$ cat src/rtl/core/bclt_pkg.sv
// Shared types and constants of the block cache tag and age tracker.
`timescale 1ns / 1ps

package bclt_pkg;

  localparam int ENTRIES    = 20;
  localparam int AGE_BITS   = 32;
  localparam int IDX_W      = (ENTRIES > 1) ? $clog2(ENTRIES) : 1;
  localparam int WORD_W     = 32;
  localparam int WAY_W      = 5;
  localparam int OUTCOME_W  = 2;
  localparam int OUT_DATA_W = 40;

  typedef logic [IDX_W-1:0]    idx_t;
  typedef logic [AGE_BITS-1:0] age_t;
  typedef logic [WORD_W-1:0]   word_t;
  typedef logic [WAY_W-1:0]    way_t;

  localparam idx_t LAST_IDX = idx_t'(ENTRIES - 1);

  typedef enum logic [OUTCOME_W-1:0] {
    OUT_PASS = 2'd0,
    OUT_HIT  = 2'd1,
    OUT_MISS = 2'd2
  } outcome_t;

  typedef enum logic [1:0] {
    ST_IDLE,
    ST_SCAN,
    ST_UPDATE
  } state_t;

  // Commands from controller to datapath.
  typedef struct packed {
    logic load_pass;  // present an uncompressed word as a passthrough result
    logic start;      // latch magnitude, bump age counter, rewind the scan
    logic step;       // examine one entry
    logic commit;     // write back the hit or the fill and present the result
  } cmd_t;

  // Status from datapath to controller.
  typedef struct packed {
    logic match;  // entry under the scan pointer holds the requested tag
    logic last;   // scan pointer sits on the final entry
  } sts_t;

  // Fit an entry index into the result's way field.
  function automatic way_t to_way(idx_t i);
    way_t w;
    w = '0;
    for (int b = 0; b < WAY_W && b < IDX_W; b++) begin
      w[b] = i[b];
    end
    return w;
  endfunction

endpackage

$ cat src/rtl/core/bclt_ctrl.sv
// Controller state machine of the block cache tag and age tracker.
`timescale 1ns / 1ps

module bclt_ctrl (
  input  logic          clk,
  input  logic          rst_n,
  input  logic          in_tvalid,
  input  logic          in_sign,
  output logic          in_tready,
  output logic          out_tvalid,
  input  logic          out_tready,
  input  bclt_pkg::sts_t sts,
  output bclt_pkg::cmd_t cmd
);

  bclt_pkg::state_t state_r, state_nxt;
  logic out_valid_r, out_valid_nxt;
  logic out_free;
  logic accept;

  assign out_free   = !out_valid_r || out_tready;
  assign out_tvalid = out_valid_r;

  always_comb begin
    in_tready     = (state_r == bclt_pkg::ST_IDLE) && out_free;
    accept        = in_tvalid && in_tready;
    cmd.load_pass = accept && !in_sign;
    cmd.start     = accept && in_sign;
    cmd.step      = (state_r == bclt_pkg::ST_SCAN);
    cmd.commit    = (state_r == bclt_pkg::ST_UPDATE) && out_free;
  end

  always_comb begin
    state_nxt = state_r;
    unique case (state_r)
      bclt_pkg::ST_IDLE: begin
        if (cmd.start) state_nxt = bclt_pkg::ST_SCAN;
      end
      bclt_pkg::ST_SCAN: begin
        if (sts.match || sts.last) state_nxt = bclt_pkg::ST_UPDATE;
      end
      bclt_pkg::ST_UPDATE: begin
        if (cmd.commit) state_nxt = bclt_pkg::ST_IDLE;
      end
      default: state_nxt = bclt_pkg::ST_IDLE;
    endcase
  end

  always_comb begin
    priority if (cmd.load_pass || cmd.commit) begin
      out_valid_nxt = 1'b1;
    end else if (out_tready) begin
      out_valid_nxt = 1'b0;
    end else begin
      out_valid_nxt = out_valid_r;
    end
  end

  always_ff @(posedge clk) begin
    if (!rst_n) begin
      state_r     <= bclt_pkg::ST_IDLE;
      out_valid_r <= 1'b0;
    end else begin
      state_r     <= state_nxt;
      out_valid_r <= out_valid_nxt;
    end
  end

endmodule

$ cat src/rtl/core/bclt_dpath.sv
// Datapath of the block cache tag and age tracker: tags, ages, scan and result.
`timescale 1ns / 1ps

module bclt_dpath (
  input  logic                  clk,
  input  logic                  rst_n,
  input  bclt_pkg::word_t       in_word,
  input  bclt_pkg::cmd_t        cmd,
  output bclt_pkg::sts_t        sts,
  output bclt_pkg::outcome_t    out_outcome,
  output bclt_pkg::way_t        out_way,
  output bclt_pkg::word_t       out_block_number
);

  bclt_pkg::word_t tag_r [bclt_pkg::ENTRIES];
  bclt_pkg::age_t  age_r [bclt_pkg::ENTRIES];
  bclt_pkg::age_t  counter_r, counter_nxt;

  bclt_pkg::word_t mag_r;
  bclt_pkg::idx_t  idx_r;
  bclt_pkg::idx_t  hit_idx_r;
  bclt_pkg::idx_t  vic_r;
  bclt_pkg::age_t  best_r;
  logic            hit_r;

  bclt_pkg::outcome_t out_outcome_r;
  bclt_pkg::way_t     out_way_r;
  bclt_pkg::word_t    out_bn_r;

  bclt_pkg::idx_t  wb_idx;
  logic            take_vic;

  assign counter_nxt = counter_r + bclt_pkg::age_t'(1);
  assign sts.match   = (tag_r[idx_r] == mag_r);
  assign sts.last    = (idx_r == bclt_pkg::LAST_IDX);
  assign take_vic    = (idx_r == '0) || (age_r[idx_r] < best_r);
  assign wb_idx      = hit_r ? hit_idx_r : vic_r;

  assign out_outcome      = out_outcome_r;
  assign out_way          = out_way_r;
  assign out_block_number = out_bn_r;

  // Cache state: tags, ages and the global counter.
  always_ff @(posedge clk) begin
    if (!rst_n) begin
      counter_r <= '0;
      for (int i = 0; i < bclt_pkg::ENTRIES; i++) begin
        tag_r[i] <= '0;
        age_r[i] <= '0;
      end
    end else if (cmd.start) begin
      counter_r <= counter_nxt;
      if (counter_nxt == '0) begin
        for (int i = 0; i < bclt_pkg::ENTRIES; i++) begin
          age_r[i] <= '0;
        end
      end
    end else if (cmd.commit) begin
      age_r[wb_idx] <= counter_r;
      if (!hit_r) tag_r[wb_idx] <= mag_r;
    end
  end

  // Scan pointer, hit record and running minimum.
  always_ff @(posedge clk) begin
    if (cmd.start) begin
      mag_r <= bclt_pkg::word_t'(0) - in_word;
      idx_r <= '0;
      hit_r <= 1'b0;
    end else if (cmd.step) begin
      if (!sts.last) idx_r <= idx_r + bclt_pkg::idx_t'(1);
      if (sts.match) begin
        hit_r     <= 1'b1;
        hit_idx_r <= idx_r;
      end
      if (take_vic) begin
        vic_r  <= idx_r;
        best_r <= age_r[idx_r];
      end
    end
  end

  // Result register.
  always_ff @(posedge clk) begin
    if (cmd.load_pass) begin
      out_outcome_r <= bclt_pkg::OUT_PASS;
      out_way_r     <= '0;
      out_bn_r      <= in_word;
    end else if (cmd.commit) begin
      out_outcome_r <= hit_r ? bclt_pkg::OUT_HIT : bclt_pkg::OUT_MISS;
      out_way_r     <= bclt_pkg::to_way(wb_idx);
      out_bn_r      <= mag_r;
    end
  end

endmodule

$ cat src/rtl/core/block_cache_lru_tags.sv
// Top level of the block cache tag and age tracker.
// Tag and age bookkeeping for a small fully associative block cache with
// least-recently-used replacement. Each request carries one signed 32-bit
// block-offset word. A non-negative word is an uncompressed block and comes
// back as a passthrough result (outcome 0, way 0) in the next cycle with no
// state change. A negative word names a compressed block by its magnitude
// (the most negative word counts as 2^31): the global age counter advances
// (ages are all cleared when it wraps to zero), then the entries are scanned
// one tag and age pair per cycle. A hit refreshes that entry's age; a miss
// fills the first entry of smallest age with the new tag and counter value.
// The scan walks the entry registers in order and stops at the hit entry,
// or covers all ENTRIES entries on a miss. Tags reset to zero and never
// match, so no valid bits are kept. One request is in work at a time; a
// result held in the output register blocks the next request until it is
// taken, which may happen in the same cycle.
`timescale 1ns / 1ps

module block_cache_lru_tags (
  input  logic                            clk,
  input  logic                            rst_n,
  // Input request channel.
  input  logic                            in_tvalid,
  output logic                            in_tready,
  input  logic [bclt_pkg::WORD_W-1:0]     in_tdata,    // [31:0] offset_word (signed)
  // Result channel.
  output logic                            out_tvalid,
  input  logic                            out_tready,
  output logic [bclt_pkg::OUT_DATA_W-1:0] out_tdata    // [1:0] outcome, [6:2] way,
                                                       // [38:7] block_number, [39] zero
);

  bclt_pkg::cmd_t     cmd;
  bclt_pkg::sts_t     sts;
  bclt_pkg::outcome_t outcome;
  bclt_pkg::way_t     way;
  bclt_pkg::word_t    block_number;

  // Sequence accept, scan and write-back; own the output valid flag.
  bclt_ctrl u_ctrl (
    .clk        (clk),
    .rst_n      (rst_n),
    .in_tvalid  (in_tvalid),
    .in_sign    (in_tdata[bclt_pkg::WORD_W-1]),
    .in_tready  (in_tready),
    .out_tvalid (out_tvalid),
    .out_tready (out_tready),
    .sts        (sts),
    .cmd        (cmd)
  );

  // Hold tags, ages, counter, scan registers and the result payload.
  bclt_dpath u_dpath (
    .clk              (clk),
    .rst_n            (rst_n),
    .in_word          (in_tdata),
    .cmd              (cmd),
    .sts              (sts),
    .out_outcome      (outcome),
    .out_way          (way),
    .out_block_number (block_number)
  );

  // Pack result fields from the lowest bit up; pad to whole bytes.
  assign out_tdata = {1'b0, block_number, way, outcome};

endmodule

$ cat config.mk
export PLATFORM = sky130hd
export DESIGN_NAME = block_cache_lru_tags
export DESIGN_NICKNAME = d
export VERILOG_FILES = /design/src/rtl/core/bclt_pkg.sv /design/src/rtl/core/bclt_ctrl.sv /design/src/rtl/core/bclt_dpath.sv /design/src/rtl/core/block_cache_lru_tags.sv
export SDC_FILE = /design/constraint.sdc
export NUM_CORES = 2
export LEC_CHECK = 0
export BUFFER_PORTS_ARGS = -buffer_cell sky130_fd_sc_hd__buf_2
export CORE_MARGIN = 8
export CORE_UTILIZATION = 35
export DETAILED_ROUTE_END_ITERATION = 12
export SLEW_MARGIN = 20
export SYNTH_ARGS = -nofsm -noshare
export SYNTH_HDL_FRONTEND = slang
export SYNTH_SLANG_ARGS = --single-unit
export TNS_END_PERCENT = 20
$ cat constraint.sdc
create_clock -name clk -period 6.68 [get_ports clk]
set_clock_uncertainty 0.05 [all_clocks]
set_input_delay 2.004 -clock clk [delete_from_list [all_inputs] [get_ports clk]]
set_output_delay 2.004 -clock clk [all_outputs]
set_load 0.05 [all_outputs]
==> results.tsv <==
stage	metric	value	unit
critical_path	arrival time worst endpoint	6020	ps
placement	buffers added on ports	76	
floorplanning	Die X	538	um
power	Pleak	36.5	nW
sta	# setup viols final	0	
critical_path	most frequent cell on the critical path	a21o_1	
critical_path	critical path's slowest cell	dfxtp_4	
layout	layout cells sized above 1	23.1	%
logic_synthesis	Synth Warn #	0	
clock_network	CTS root buf	clkbuf_16	
drt	Pre-antenna DRT Iters	6	
floorplanning	Ports	78	
logic_synthesis	asr flop ratio synth	0	%
clock_network	H-tree depth	4	
critical_path	worst path required time	7130	ps
drt	remaining antenna violation count	0	
logic_synthesis	Syn Nets	5726	
clock_network	Max clock buf depth	4	
sta	period utilisation layout	83.4	%
sta	Tmin final	5570	ps
grt	antenna violations before repair	15	
sta	Slew HR	18.1	%
clock_network	Hold-fix buffers, CTS	0	
critical_path	Worst setup SP type	register	
critical_path	WS Path Type	reg2reg	
hold_path	Hold Path Class	reg2reg	
clock_network	CTS clk-pin slew, worst paths	60	ps
grt	aggregate global routing overflow	0	
grt	GRT Total Usage	18.0	%
grt	vias in the first global route	52234	
power	power consumption	34.6	mW
clock_network	Setup Buffers After CTS	0	
sta	setup TNS	0	ps
logic_synthesis	Seq/Total Area, Yosys	68.8	%
power	worst vdd ir	229	uV
clock_network	Post-CTS Resized	0	
drt	First DRT Iteration DRCs	6205	
hold_path	Hold Crit Start	u_dpath.idx_r[4]	
layout	Finished Cell Area	0.108	sq mm
sta	fmax	179	MHz
hold_path	Min-Delay Path Depth	0	
layout	Nets	5798	
logic_synthesis	Synth Register Bits	2207	
floorplanning	die area	0.290	sq mm
sta	Worst Tran Pin Value	1220	ps
logic_synthesis	Syn Inst Count	5655	
drt	via count	51699	
placement	dpl cell area	0.101	sq mm
drt	final wirelength	270	mm
critical_path	Critical Path, Cell by Cell	buf_12, buf_4, mux4_2, mux4_2, nand2_1, nand2_1, ha_1, a21o_1, a21o_1, a21o_1, a21o_1, a21o_1, a21o_1, a221oi_1, o31ai_1, a31oi_4, buf_4	
power	P per Cell Area	320	mW/mm^2
drt	post-DR vias/cell	5.45	
logic_synthesis	ys flop type	edfxtp_1	
floorplanning	Starting Density	35.0	%
logic_synthesis	Post-synth EDFFs	2154	
layout	area delta synth->final	13.3	%
grt	largest net degree at the start of global routing	94	
sta	max-slew violation count	0	
critical_path	worst-path fanout max	24	
placement	routability cong.	0.831	
drt	Routed wire per std cell	28.4	um
clock_network	CTS tree	built	
sta	Fin. Hold Viols	0	
drt	drt drc	0	
job	number of max-cap violations	0	
logic_synthesis	post-synthesis instance area	0.0955	sq mm
clock_network	CTS buffer count	222	
floorplanning	Std-Cell Rows	192	
logic_synthesis	Syn Area/Cell	16.9	sq um
grt	first-pass GRT wire length	388	mm
status	status	finished, final reports clean	
placement	hpwl dp	163	mm
clock_network	TritonCTS Sinks	2207	
floorplanning	CORE AREA	0.273	sq mm
critical_path	reg2reg path depth	17	
logic_synthesis	Netlist cell types	73	
floorplanning	Die H	538	um
critical_path	delay of the slowest critical-path stage	750	ps
critical_path	endpoint type of the worst setup path	register	
sta	RSZ-0062 raised after global routing	false	
clock_network	Worst-Skew Late Latency	880	ps
==> registers in the layout, indices dropped and copies added, names as in the netlist, named ones only <==
signal	cells
u_dpath.out_block_number	32
u_dpath.hit_r	1
u_ctrl.out_tvalid	1
u_dpath.tag_r	1024
u_ctrl.state_r	2
u_dpath.out_outcome	2
u_dpath.idx_r	5
u_dpath.vic_r	5
u_dpath.out_way	5
u_dpath.age_r	1024
u_dpath.hit_idx_r	5
u_dpath.counter_r	32
u_dpath.mag_r	32
u_dpath.best_r	32
==> metal layers <==
| metal | up-vias | part of all wire [%] | track usage (%) |
|---|---|---|---|
| li1 | 21602 | - | - |
| met1 | 27349 | 42 | 25.8 |
| met2 | 2355 | 46 | 28.4 |
| met3 | 393 | 8.8 | 3.19 |
| met4 | 0 | 2.7 | 4.92 |
| met5 | - | 0 | 0 |
==> worst paths after layout <==
path | end | slack [ps]
worst max-delay path | u_dpath.best_r[13] | 1110
worst min-delay path | u_dpath.hit_idx_r[4] | 450
worst max register to register | u_dpath.best_r[13] | 1110
worst min register to register | u_dpath.hit_idx_r[4] | 450
==> through the flow <==
step | worst slack, ps | utilization, % | std cells | hold slack (ps)
floorplan | 297 | - | 5655 | 424
global placement | 1010 | 37.2 | 9090 | 441
detailed placement | 1020 | 37.2 | 9090 | 472
CTS | 1110 | 39.7 | 9480 | 458
global route | 889 | 39.7 | 9483 | 487
finish | 1110 | 39.7 | 9488 | 454
==> worst max-delay path: cells and delay by family, from the launching register on <==
family / cells / cell delay, ps
DFF: 1 / 750
muxes: 2 / 970
AOI/OAI and AO/OA: 9 / 2020
adders and majority gates: 1 / 200
and+or+nand+nor: 2 / 210
buffers and inverters: 3 / 960
==> power breakdown <==
part	leakage (nW)	internal (mW)	total, mW	switching, mW
Sequential	21.6	15.6	15.8	0.250
Clock	3.33	6.75	12.0	5.25
Combinational	11.6	3.03	6.82	3.78
Total	36.5	25.3	34.6	9.28
==> layout by cell type, fill, tap and decap left out, drive strengths merged, types with 35 or more instances in the layout <==
master / count
xnor2: 69
clkinv: 94
nor2: 111
ha: 35
mux4: 546
mux2i: 100
o22ai: 36
xor2: 39
edfxtp: 2154
nor3: 71
and2: 1297
mux2: 50
nand3: 46
o21ai: 37
clkbuf: 271
inv: 49
dfxtp: 53
nand2: 174
buf: 332
==> cell type report <==
cell class | instances | area (sq um)
fillers | 24284 | 164000
multi-input cells | 2919 | 28300
flip-flops and latches | 2207 | 65800
well taps | 3589 | 4490
diodes | 6 | 15.0
repair buffers | 332 | 2660
clock inverters | 119 | 988
inverters | 45 | 174
clock buffers | 271 | 5800
==> cell families (layout without fill, tap and decap cells) <==
kind of cell / Yosys count / count (layout) / synth area share [%]
compound gates: 229 / 229 / 1.68
xor+xnor: 108 / 108 / 0.990
fa+ha+maj: 35 / 35 / 0.458
buf+inv: 529 / 767 / 2.24
flops: 2207 / 2207 / 68.8
mux: 696 / 696 / 14.5
other cells: 1 / 7 / 0.00393
simple gates: 1850 / 1850 / 11.3
==> synthesized netlist by cell type (all sizes together), types with 29 or more instances <==
cell	n	area, sq um
o21ai	37	185
xor2	39	342
ha	35	438
buf	134	659
mux2i	100	1000
dfxtp	53	1060
nand2b	31	194
mux2	50	563
edfxtp	2154	64700
nand3	46	230
nor2	111	417
o22ai	36	225
and2	1297	8110
mux4	546	12300
nand2	174	653
nor3	71	355
xnor2	69	604
inv	44	165
clkbuf	350	1310
a22oi	29	218
Power figures use the tool's default switching activity.
